[src/rtl/core/apto_pkg.sv]
// ----------------------------------------------------------------------------
// apto_pkg
// Shared widths, constants and types of the alignment point tour optimizer.
// ----------------------------------------------------------------------------
`default_nettype none

package apto_pkg;

    localparam int DEFAULT_MAX_POINTS = 64;

    localparam int AZ_W       = 21;
    localparam int ALT_W      = 20;
    localparam int ST_W       = 17;
    localparam int DEC_W      = 20;
    localparam int PEN_W      = 20;
    localparam int HA_W       = 18;
    localparam int COST_W     = 23;
    localparam int ACC_W      = 26;
    localparam int VI_W       = 6;
    localparam int CFG_IDX_W  = 3;
    localparam int CFG_DATA_W = 21;

    localparam int AZ_HALF = 648000;
    localparam int AZ_FULL = 1296000;
    localparam int HA_HALF = 43200;
    localparam int HA_FULL = 86400;

    typedef struct packed {
        logic        [AZ_W-1:0]  az;
        logic signed [ALT_W-1:0] alt;
        logic        [ST_W-1:0]  ra;
        logic signed [DEC_W-1:0] dec;
    } t_coord;

    localparam int COORD_W = $bits(t_coord);

    typedef struct packed {
        logic             alt_az;
        logic [ST_W-1:0]  sidereal;
        logic [PEN_W-1:0] penalty;
    } t_cfg;

    typedef enum logic [CFG_IDX_W-1:0] {
        REG_ALT_AZ_MODE   = 3'd0,
        REG_SIDEREAL_TIME = 3'd1,
        REG_FLIP_PENALTY  = 3'd2,
        REG_START_AZIMUTH = 3'd3,
        REG_START_ALT     = 3'd4,
        REG_START_RA      = 3'd5,
        REG_START_DEC     = 3'd6
    } t_reg_idx;

    typedef enum logic [5:0] {
        S_LOAD, S_NN_INIT, S_NN_I, S_NN_CMP,
        S_2_INIT, S_2_SCAN, S_2_I, S_2_IRD, S_2_J, S_2_JRD,
        S_2_C2, S_2_C3, S_2_C4, S_2_DEC, S_2_REV, S_2_RRD, S_2_W2,
        S_OR_INIT, S_OR_S, S_OR_SRD, S_OR_SRD2, S_OR_G2, S_OR_G3, S_OR_GDONE,
        S_OR_H, S_OR_HRD, S_OR_I2, S_OR_I3, S_OR_HDEC, S_OR_APPLY,
        S_MV, S_MV_W, S_LOOP_CHK, S_OUT_RD, S_OUT_LD, S_OUT_W,
        S_C1, S_C2, S_C3
    } t_state;

endpackage

`default_nettype wire

[src/rtl/core/apto_cost.sv]
// ----------------------------------------------------------------------------
// apto_cost
// Two-stage Chebyshev move cost between two sky points.
// ----------------------------------------------------------------------------
`default_nettype none

module apto_cost import apto_pkg::*; (
    input  wire logic                      i_clk,
    input  wire t_cfg                      i_cfg,
    input  wire t_coord                    i_a,
    input  wire t_coord                    i_b,
    output logic signed [COST_W-1:0]       o_cost
);

    function automatic logic signed [HA_W-1:0] hour_angle(input logic [ST_W-1:0] st,
                                                          input logic [ST_W-1:0] ra);
        logic signed [HA_W-1:0] h;
        h = $signed({1'b0, st}) - $signed({1'b0, ra});
        // fold twice: covers the whole span of a 17-bit difference
        for (int k = 0; k < 2; k++) begin
            if (h > HA_HALF) begin
                h = HA_W'(h - HA_FULL);
            end else if (h < -HA_HALF) begin
                h = HA_W'(h + HA_FULL);
            end
        end
        return h;
    endfunction

    logic signed [AZ_W+1:0]  daz, daz_abs, caz;
    logic signed [ALT_W:0]   dalt;
    logic signed [DEC_W:0]   ddec;
    logic signed [HA_W-1:0]  ha_a, ha_b;
    logic                    flip;

    logic signed [AZ_W+1:0]  r_caz;
    logic signed [ALT_W:0]   r_dalt;
    logic signed [DEC_W:0]   r_ddec;
    logic signed [HA_W-1:0]  r_ha_a, r_ha_b;
    logic                    r_flip;

    logic signed [HA_W:0]    dha;
    logic signed [COST_W-1:0] m15, eq, aa, n_cost;

    always_comb begin
        daz     = $signed({2'b0, i_a.az}) - $signed({2'b0, i_b.az});
        daz_abs = (daz < 0) ? -daz : daz;
        caz     = (daz_abs > AZ_HALF) ? (AZ_W + 2)'(AZ_FULL - daz_abs) : daz_abs;
        dalt    = (ALT_W + 1)'(i_a.alt) - (ALT_W + 1)'(i_b.alt);
        dalt    = (dalt < 0) ? -dalt : dalt;
        ddec    = (DEC_W + 1)'(i_a.dec) - (DEC_W + 1)'(i_b.dec);
        ddec    = (ddec < 0) ? -ddec : ddec;
        ha_a    = hour_angle(i_cfg.sidereal, i_a.ra);
        ha_b    = hour_angle(i_cfg.sidereal, i_b.ra);
        flip    = (i_cfg.penalty != '0) &&
                  (((ha_a < 0) && (ha_b > 0)) || ((ha_a > 0) && (ha_b < 0)));
    end

    always_ff @(posedge i_clk) begin
        r_caz  <= caz;
        r_dalt <= dalt;
        r_ddec <= ddec;
        r_ha_a <= ha_a;
        r_ha_b <= ha_b;
        r_flip <= flip;
    end

    always_comb begin
        dha = (HA_W + 1)'(r_ha_a) - (HA_W + 1)'(r_ha_b);
        dha = (dha < 0) ? -dha : dha;
        m15 = (COST_W'(dha) <<< 4) - COST_W'(dha);
        eq  = (COST_W'(r_ddec) > m15) ? COST_W'(r_ddec) : m15;
        if (r_flip) begin
            eq = eq + COST_W'($signed({1'b0, i_cfg.penalty}));
        end
        aa  = (COST_W'(r_dalt) > COST_W'(r_caz)) ? COST_W'(r_dalt) : COST_W'(r_caz);
        n_cost = i_cfg.alt_az ? aa : eq;
    end

    always_ff @(posedge i_clk) begin
        o_cost <= n_cost;
    end

endmodule

`default_nettype wire

[config.mk]
export PLATFORM = sky130hd
export DESIGN_NAME = apto_cost
export DESIGN_NICKNAME = d
export VERILOG_FILES = /design/src/rtl/core/apto_pkg.sv /design/src/rtl/core/apto_cost.sv
export SDC_FILE = /design/constraint.sdc
export NUM_CORES = 1
export LEC_CHECK = 0
export ABC_AREA = 1
export BUFFER_PORTS_ARGS = -buffer_cell sky130_fd_sc_hd__buf_4
export CORE_MARGIN = 2
export CORE_UTILIZATION = 55
export CTS_CLUSTER_SIZE = 30
export DETAILED_ROUTE_END_ITERATION = 6
export HOLD_SLACK_MARGIN = 0.1
export PLACE_DENSITY = 0.79
export SLEW_MARGIN = 20
export SYNTH_ARGS = -nofsm -noshare
export SYNTH_HDL_FRONTEND = slang
export SYNTH_SLANG_ARGS = --single-unit
[constraint.sdc]
create_clock -name i_clk -period 7.3 [get_ports i_clk]
set_clock_uncertainty 0.2 [all_clocks]
set_input_delay 1.825 -clock i_clk [delete_from_list [all_inputs] [get_ports i_clk]]
set_output_delay 1.825 -clock i_clk [all_outputs]
set_load 0.02 [all_outputs]
==> summary.txt, run 1 <==
Synth
  • Main combinational cell family by area after synthesis: simple AND/OR/NAND/NOR gates
  • Synth Cell Area: between 15,000 and 20,000 sq um
  • #FFs+latches synth: 125
  • Post-Synth XOR/XNOR Area: 11.3%
  • Syn_nets: between 3,000 and 4,000
  • Synth Flop Type: dfxtp_1
  • Unique cell type count in the Yosys netlist: 60
  • Post-synth EDFFs: 0
  • Post-synthesis mux area share: 0%
  • Ys Warns: 0
  • Post-synthesis compound-gate area fraction: 15.1%
  • Syn Inst Count: 2,898
  • Synth Area in Simple Gates: about 32%
  • Adder-Cell Fraction of Synth Area: 15.9%
  • Post-synth ARST share: 0%
  • Post-Syn Area per Cell: 6.16 sq um
  • Register area share after synthesis: 14.0%

Floorplanning
  • Initial Utilization: ~56%
  • Die Wd: 184 um
  • Core area: 31,800 sq um
  • Die height: between 150 and 200 um
  • Die ar.: 33,900 sq um
  • Row cnt: 65
  • I/O pins: 218

Clock tree
  • Number of CTS-inserted buffers: 17
  • CTS tree: done
  • Hold_buf cts: 0
  • H-tree depth: 4
  • Sinks on Clock Net: roughly 130
  • Clock latency on the worst-skew pair: between 0.4 and 0.5 ns
  • Register clock-pin slew on the reported worst setup and hold paths: 0.06 ns
  • Clk root buf: clkbuf_16
  • Bufs on Longest Clock Path: 2

Drt
  • Met2 routed WL: 27,900 um
  • M1 wire length: around 24,000 um
  • Post-DRT Antenna Nets: 0
  • DRT iter0 DRCs: about 1,200
  • Routed wl met3: about 3500 um
  • WL final: 58,100 um
  • Via count: 20,500
  • Max layer used: met4
  • Initial DRT Pass Iterations: 7
  • Number of vias per cell: 5.38
  • Residual DRC: 2
  • WL/cell: 15.2 um

Setup path
  • CP max-delay cell: fa_2
  • CP dominant cell by count: inv_2
  • Nature of the critical path endpoint: flop
  • R2r setup slk: -0.70 ns
  • CP peak stage delay: 0.61 ns
  • Critical Path RT: roughly 7.5 ns
  • CP max FO: 6
  • Crit path kind: reg2reg
  • CP arrival: 8.17 ns
  • Startpoint types: flop

Cells and area
  • Layout Cells excl Fill: 3,818
  • Final core utilization: about three quarters
  • Design area: 23,600 sq um
  • Layout cell share with drive strength beyond 1: 23.6%
  • Ant diodes: 0
  • Layout area overhead: 32.0%
  • Net count reported at finish: 3,788

STA
  • Fmax: 0.125 GHz
  • Least-Margin Pin Slew: 0.989 ns
  • Final hold violations: 0
  • Slew HR: 34.0%
  • Max Slew Vio Count: 0
  • Setup ws final: -0.696 ns
  • # setup viols final: 14
  • Tmin final: 8.00 ns
  • RSZ-0062 raised after global routing: true
  • Tcrit/Tclk final: 110%

Status
  • Status: finished, violations left
  • Failing checks: DRC, setup timing

Place
  • RePlAce Congestion: approximately 0.96
  • DP Wirelength: 45,300 um
  • Placed cell count: 3,727
  • Placed Area: 21,500 sq um
  • IO buf count: around 220
  • Pre-CTS WS: -0.706 ns

Global route
  • Gr usage total: 31.7%
  • Vias in the first global route: 19,000
  • Grt ovf: 0
  • First-pass GRT wire length: about 88,000 um
  • Pin count of the biggest net entering global routing: between 40 and 50
  • Initial antenna violation count: 0

Hold path
  • Hold Path Class: reg2reg

Job
  • Max Cap Viol: 0
## kinds of logic after synthesis
group | after synthesis
compound gates | 471
simple gates | 1326
buf+inv | 531
fa+ha+maj | 223
flops | 125
xor+xnor | 222
## state kept, by name, indices dropped and copies added (netlist names)
name / cells
r_ha_a: 18
r_ddec: 21
o_cost: 23
r_caz: 23
r_flip: 1
r_dalt: 21
r_ha_b: 18
## worst paths after layout
check             depth (start not counted)         end        from
hold reg to reg                           2  o_cost[15]  r_dalt[15]
setup reg to reg                         51  o_cost[22]   r_ha_a[0]
setup / recovery                         51  o_cost[22]   r_ha_a[0]
hold / removal                            2  o_cost[15]  r_dalt[15]
## cell type report
class | instances | area [sq um]
clock buffers | 17 | 425
flip-flops and latches | 125 | 2500
inverters | 499 | 1880
multi-input cells | 2243 | 14300
fillers | 2606 | 8240
clock inverters | 15 | 176
repair buffers | 484 | 3700
well taps | 435 | 544
## routing by layer
metal	global-route usage, %	up-vias
li1	-	10300
met1	37.7	9342
met2	57.5	707
met3	4.01	162
met4	12.8	0
met5	0	-
## synth_stat cells (39+ instances only)
cell type    n  share of area [%]
dfxtp_1    125                 14
nand2_1    719                 15
xnor2_1     51                2.5
xor2_1     164                8.0
nand4_1     49                1.7
nor3_1      39                1.1
a21oi_1    206                5.8
nor2_1     235                4.9
ha_1       216                 15
o21ai_0    130                3.6
inv_1      485                 10
nand3_1    188                5.3
## critical path: cells and delay by family, from the launching register on
family	cells	cell delay (ns)
buffers and inverters	9	0.79
flip-flops	1	0.32
XOR/XNOR	1	0.15
adder cells (fa/ha/maj)	6	1.84
AND/OR/NAND/NOR	21	2.48
AO/OA/AOI/OAI	14	2.17
## through the flow
stage | hold WS, ns | TNS [ns]
2_1_floorplan | 0.270 | 0
3_3_place_gp | 0.329 | -3.70
3_5_place_dp | 0.326 | -6.11
4_1_cts | 0.352 | -2.30
5_1_grt | 0.381 | -12.13
6_report | 0.348 | -6.71
## cell usage in the layout (no fill, tap or decap), types with 101 or more instances in the layout
cell type,synthesis,layout
buf_4,5,474
nor2_1,235,221
nand2_1,719,693
o21ai_0,130,101
dfxtp_1,125,124
ha_1,216,186
inv_1,485,476
nand3_1,188,177
xor2_1,164,161
a21oi_1,206,174
## repair_timing
action | in CTS | in global routing
setup buffers | 37 | 22
gates resized for setup | 96 | 120
cloned | 1 | 1
endpoints found under the setup margin | 12 | 17
pin swaps | 51 | 82
Power of run 1 is left out: the tool's default activity adds up to more than one toggle a clock period on the data nets, which glitch-free logic cannot reach.
==> run 2: changes to the inputs <==
--- a/config.mk
+++ b/config.mk
@@ -13,6 +13,8 @@
 export DETAILED_ROUTE_END_ITERATION = 6
 export HOLD_SLACK_MARGIN = 0.1
 export PLACE_DENSITY = 0.79
+export SETUP_SLACK_MARGIN = 0.02
+export SKIP_CTS_REPAIR_TIMING = 1
 export SLEW_MARGIN = 20
 export SYNTH_ARGS = -nofsm -noshare
 export SYNTH_HDL_FRONTEND = slang
==> run 2 against run 1 <==
The flow finishes with violations (setup timing). Hold slack got worse by 0.0078 ns. Final area is 2.7% lower. Utilization is 2.0 points lower. Sequential share of layout area rose by 0.29 points. Critical path depth increased by 3. Maximum frequency about the same. Setup slack worse by 0.0052 ns. Die area stayed put. Register-to-register slack barely moved.
==> summary.txt, run 2 (synthesis results as in run 1) <==
Cells and area
  • Net count reported at finish: 3,741 (-1.2%)
  • Layout cell share with drive strength beyond 1: 21.8% (-1.9 points)
  • Layout area overhead: 28.5%
  • Most frequent cells in the layout: 696 x nand2_1, 474 x inv_1, 430 x buf_4
  • Ant diodes: 0 (unchanged)
  • Fill count: 2,678 (+2.8%)
  • Most common cell after layout, fill and taps aside: nand2_1
  • Final core utilization: 72.1% (-2.0 points)
  • Registers with the most flip-flops: o_cost: 23 flops, r_caz: 23 flops

Setup path
  • CP arrival: 8.10 ns (-0.07 ns)
  • R2r setup slk: -0.70 ns (about the same)
  • Startpoint types: flop
  • CP top delay family: compound AO/OA/AOI/OAI gates
  • CP max FO: 5 (-1)
  • CP dominant cell by count: inv_2
  • Buf/Inv on CP: 12 (+3)
  • Capturing point of the worst reg2reg path: o_cost[14]
  • Critical Path RT: 7.40 ns (-0.08 ns)
  • Crit path kind: reg2reg
  • Cell depth of the worst flop-to-flop path: 54 (+5.9%)
  • CP max-delay cell: fa_2
  • Nature of the critical path endpoint: flop
  • R2R Path Start: r_ha_a[0]
  • CP peak stage delay: 0.56 ns (-0.05 ns)
  • Worst Setup SP: r_ha_a[0]

Global route
  • Initial antenna violation count: 0 (unchanged)
  • First-pass GRT wire length: 83,000 um (-5.8%)
  • Pin count of the biggest net entering global routing: 42 (unchanged)
  • Vias in the first global route: 18,000 (-5.5%)
  • Gr usage total: 29.8% (-1.8 points)
  • Grt ovf: 0 (unchanged)

Floorplanning
  • Die Wd: 184 um (unchanged)
  • Core area: 31,800 sq um (unchanged)
  • Initial Utilization: 56.1% (unchanged)
  • I/O pins: 218 (unchanged)
  • Die ar.: 33,900 sq um (unchanged)
  • Die height: 184 um (unchanged)
  • Row cnt: 65 (unchanged)

Clock tree
  • H-tree depth: 4 (unchanged)
  • Number of CTS-inserted buffers: 17 (unchanged)
  • Register clock-pin slew on the reported worst setup and hold paths: 0.06 ns (about the same)
  • Bufs on Longest Clock Path: 2 (unchanged)
  • Clock latency on the worst-skew pair: 0.43 ns (about the same)
  • Clk root buf: clkbuf_16
  • Sinks on Clock Net: 125 (unchanged)
  • CTS tree: done

Place
  • RePlAce Congestion: 0.961 (+0.26%)
  • IO buf count: 217 (unchanged)
  • DP Wirelength: 43,900 um (-3.1%)

STA
  • Setup ws final: -0.701 ns (-0.00524 ns)
  • Tcrit/Tclk final: 110% (about the same)
  • # setup viols final: 13 (-1)
  • Max Slew Vio Count: 0 (unchanged)
  • Tmin final: 8.00 ns (+0.00524 ns)
  • Fmax: 0.125 GHz (about the same)
  • Setup TNS: -6.57 ns (+0.143 ns)
  • Least-Margin Pin Slew: 1.02 ns (+0.0317 ns)
  • Final hold violations: 0 (unchanged)
  • Slew HR: 31.6% (-2.4 points)
  • RSZ-0062 raised after global routing: true

Job
  • Max Cap Viol: 0 (unchanged)

Drt
  • WL final: 54,000 um (-6.9%)
  • Number of vias per cell: 5.27 (-1.9%)
  • DRT iter0 DRCs: 1,215 (-2.4%)
  • Via count: 19,900 (-3.1%)
  • Initial DRT Pass Iterations: 6 (-1)
  • WL/cell: 14.3 um (-5.7%)
  • Residual DRC: 0 (-2)
  • Post-DRT Antenna Nets: 0 (unchanged)

Hold path
  • Hold EP: o_cost[16]
  • Hold path depth: 2 (unchanged)
  • Hold_sp: r_dalt[16]
  • Hold Path Class: reg2reg

Status
  • Failing checks: setup timing
  • Status: finished, violations left
[run 2: cell types whose count changed in the layout (fill, tap and decap cells not counted), moves of 4 or more]
cell | before | now
a21oi_1 | 174 | 180
a21oi_2 | 52 | 47
buf_4 | 474 | 430
ha_1 | 186 | 196
ha_4 | 30 | 19
o21ai_0 | 101 | 105
[run 2: worst reg2reg max path, delay by kind of cell (launching register included)]
family / cells / cell delay, ns
flops: 1 / 0.32
compound gates: 18 / 2.47
simple gates: 15 / 1.52
xor+xnor: 3 / 0.55
buf+inv: 12 / 1.07
fa+ha+maj: 6 / 1.74
[run 2: layer usage]
layer	vias to the layer above	global-route usage (%)	part of all wire, %
li1	10200	-	-
met5	-	0	0
met1	8927	36.8	43
met4	0	11.3	3.8
met3	112	3.66	5.5
met2	633	53.0	48
[run 2: area by class of cell]
type                            instances  area, sq um  area share [%]
Clock buffer                           19          453            1.97
Clock inverter                         12          114           0.496
Inverter                              499         1870            8.17
Multi-Input combinational cell       2243        14100            61.6
Sequential cell                       125         2500            10.9
Tap cell                              435          544            2.37
Timing Repair Buffer                  437         3330            14.5
[run 2: worst max-delay path by stage]
stage | to | cells after the start
3_5_place_dp | o_cost[22] | 56
5_1_grt | o_cost[22] | 53
3_3_place_gp | o_cost[22] | 52
4_1_cts | o_cost[22] | 52
2_1_floorplan | o_cost[22] | 57
6_report | o_cost[14] | 54
[run 2: per-stage QoR]
stage / cells / hold WS (ns) / setup slack (ns) / instance area (sq um)
floorplan: 2898 / 0.270 / 0.0217 / 17900
global placement: 3716 / 0.314 / -0.251 / 21400
detailed placement: 3716 / 0.330 / -0.528 / 21400
CTS: 3747 / 0.345 / -0.601 / 22000
global route: 3770 / 0.388 / -1.26 / 22900
finish: 3770 / 0.340 / -0.701 / 22900
Power of run 2 is left out for the same reason.
==> run 3: changes to the inputs <==
==> constraint.sdc (replaced) <==
create_clock -name i_clk -period 6.9 [get_ports i_clk]
set_clock_uncertainty 0.2 [all_clocks]
set_input_delay 1.725 -clock i_clk [delete_from_list [all_inputs] [get_ports i_clk]]
set_output_delay 1.725 -clock i_clk [all_outputs]
set_load 0.02 [all_outputs]
==> run 3 against run 2 <==
Register-to-register slack got worse by 0.38 ns. Maximum frequency rose by 0.19%. First-iteration DRC count rose by 7.9%. Global-route usage fell by 0.37 points. Critical endpoint is now o_cost[21]. Wire length rose by 2.2%. Largest cell class unchanged. Clock-buffer cell count fell by 1. Cell count rose by 0.85%. The flow still finishes with violations (setup timing). Highest routed layer unchanged. Setup slack got worse by 0.38 ns. Sequential share of layout area fell by 0.15 points.
==> summary.txt, run 3 (synthesis results as in run 1) <==
Cells and area
  • Registers with the most flip-flops: o_cost: 23 flops, r_caz: 23 flops
  • Ant diodes: 0 (unchanged)
  • Net count reported at finish: 3,772 (+0.83%)
  • Multi-input gate area: 14,200 sq um (+0.38%)
  • Final core utilization: 73.1% (+1.0 points)
  • Layout cell share with drive strength beyond 1: 22.8% (+0.98 points)
  • Layout Cells excl Fill: 3,802 (+0.85%)
  • Fill count: 2,570 (-4.0%)
  • Most frequent cells in the layout: 696 x nand2_1, 476 x inv_1, 459 x buf_4
  • Sequential Area: 2500 sq um (unchanged)
  • Layout area overhead: 30.3%
  • Most common cell after layout, fill and taps aside: nand2_1

Floorplanning
  • Die Wd: 184 um (unchanged)
  • Core area: 31,800 sq um (unchanged)
  • Die ar.: 33,900 sq um (unchanged)
  • Row cnt: 65 (unchanged)
  • Die height: 184 um (unchanged)
  • I/O pins: 218 (unchanged)
  • Initial Utilization: 56.1% (unchanged)

Global route
  • Vias in the first global route: 18,100 (+1.1%)
  • Pin count of the biggest net entering global routing: 42 (unchanged)
  • Grt ovf: 0 (unchanged)
  • Met2 Usage GRT: 53.8% (+0.75 points)
  • First-pass GRT wire length: 82,500 um (-0.59%)
  • Busiest grt layer: met2
  • Met1 usage: 35.7% (-1.1 points)
  • Gr usage total: 29.5% (-0.37 points)
  • GR Util met3: 3.69% (+0.040 points)
  • Initial antenna violation count: 0 (unchanged)

Hold path
  • Hold EP: o_cost[16]
  • Hold_sp: r_dalt[16]
  • Hold path depth: 2 (unchanged)
  • Hold Path Class: reg2reg

Clock tree
  • Clk root buf: clkbuf_16
  • H-tree depth: 4 (unchanged)
  • Register clock-pin slew on the reported worst setup and hold paths: 0.06 ns (about the same)
  • Clock latency on the worst-skew pair: 0.43 ns (about the same)
  • Number of CTS-inserted buffers: 17 (unchanged)
  • CTS tree: done
  • Sinks on Clock Net: 125 (unchanged)
  • Bufs on Longest Clock Path: 2 (unchanged)

Drt
  • Via count: 20,300 (+1.9%)
  • WL/cell: 14.5 um (+1.4%)
  • DRT iter0 DRCs: 1,311 (+7.9%)
  • Number of vias per cell: 5.33 (+1.0%)
  • WL final: 55,200 um (+2.2%)
  • Residual DRC: 0 (unchanged)
  • Post-DRT Antenna Nets: 0 (unchanged)
  • Initial DRT Pass Iterations: 6 (unchanged)

STA
  • Setup ws final: -1.09 ns (-0.385 ns)
  • Slew HR: 39.3% (+7.8 points)
  • Least-Margin Pin Slew: 0.909 ns (-0.111 ns)
  • Max Slew Vio Count: 0 (unchanged)
  • Tmin final: 7.99 ns (-0.0153 ns)
  • Tcrit/Tclk final: 116% (+6.1 points)
  • RSZ-0062 raised after global routing: true
  • Fmax: 0.125 GHz (+0.19%)
  • # setup viols final: 18 (+5)
  • Final hold violations: 0 (unchanged)

Setup path
  • Crit path kind: reg2reg
  • R2R Path Start: r_ha_a[0]
  • Cell depth of the worst flop-to-flop path: 53 (-1.9%)
  • R2r setup slk: -1.09 ns (-0.38 ns)
  • Critical Path RT: 7.07 ns (-0.33 ns)
  • CP max FO: 5 (unchanged)
  • CP peak stage delay: 0.57 ns (about the same)
  • Capturing point of the worst reg2reg path: o_cost[21]
  • Startpoint types: flop
  • Nature of the critical path endpoint: flop
  • CP arrival: 8.16 ns (+0.06 ns)
  • Buf/Inv on CP: 7 (-5)
  • CP top delay family: compound AO/OA/AOI/OAI gates
  • CP max-delay cell: fa_2

Job
  • Max Cap Viol: 0 (unchanged)

Place
  • Placed cell count: 3,747 (+0.83%)
  • RePlAce Congestion: 1.00 (+4.3%)
  • IO buf count: 217 (unchanged)
  • DP Wirelength: 43,800 um (-0.32%)

Status
  • Status: finished, violations left
  • Failing checks: setup timing
==> run 3: changes by cell type in the layout (fill, tap and decap cells not counted), sizes merged <==
cell | previous run | this run
nand2 | 746 | 747
clkbuf | 19 | 18
clkinvlp | 4 | 3
clkinv | 8 | 4
inv | 498 | 503
buf | 437 | 467
bufinv | 1 | 3
==> run 3: final cells by class <==
| cell class | instances | share of cell area [%] |
|---|---|---|
| clock buffer | 18 | 1.84 |
| multi-input combinational | 2244 | 60.9 |
| tap | 435 | 2.34 |
| sequential | 125 | 10.8 |
| timing repair buffer | 467 | 15.3 |
| inverter | 499 | 8.05 |
| clock inverter | 14 | 0.791 |
==> run 3: worst max-delay path by stage <==
| stage | start | end | cells past startpoint |
|---|---|---|---|
| global route | r_ha_b[14] | o_cost[21] | 53 |
| detailed placement | r_ha_a[0] | o_cost[22] | 54 |
| CTS | r_ha_a[0] | o_cost[21] | 56 |
| floorplan | r_ha_a[0] | o_cost[21] | 55 |
| global placement | r_ha_a[0] | o_cost[20] | 47 |
| finish | r_ha_a[0] | o_cost[21] | 53 |
==> run 3: worst reg2reg max path, delay by kind of cell, from the launching register on <==
kind                       cells  cell delay, ns
buffers and inverters          7            0.57
adders and majority gates      6            1.60
DFF                            1            0.32
xor gates and xnor gates       2            0.54
AOI/OAI and AO/OA             21            3.22
and+or+nand+nor               17            1.45
==> run 3: per-stage QoR <==
stage          setup slack (ns)  setup TNS (ns)  instance area, sq um  hold WS, ns
2_1_floorplan            -0.167          -0.608                 18100        0.270
3_3_place_gp             -0.552           -4.76                 21800        0.314
3_5_place_dp             -0.768           -7.36                 21800        0.316
4_1_cts                  -0.872           -8.99                 22400        0.329
5_1_grt                   -1.66          -21.80                 23300        0.360
6_report                  -1.09          -12.90                 23300        0.333
==> run 3: layer usage <==
layer	part of all wire, %	routed length, um	vias up
met2	48	26600	746
met1	42	23000	9089
met4	4.2	2320	0
met3	5.9	3280	164
met5	0	0	-
li1	-	-	10300
Power of run 3 is left out for the same reason.
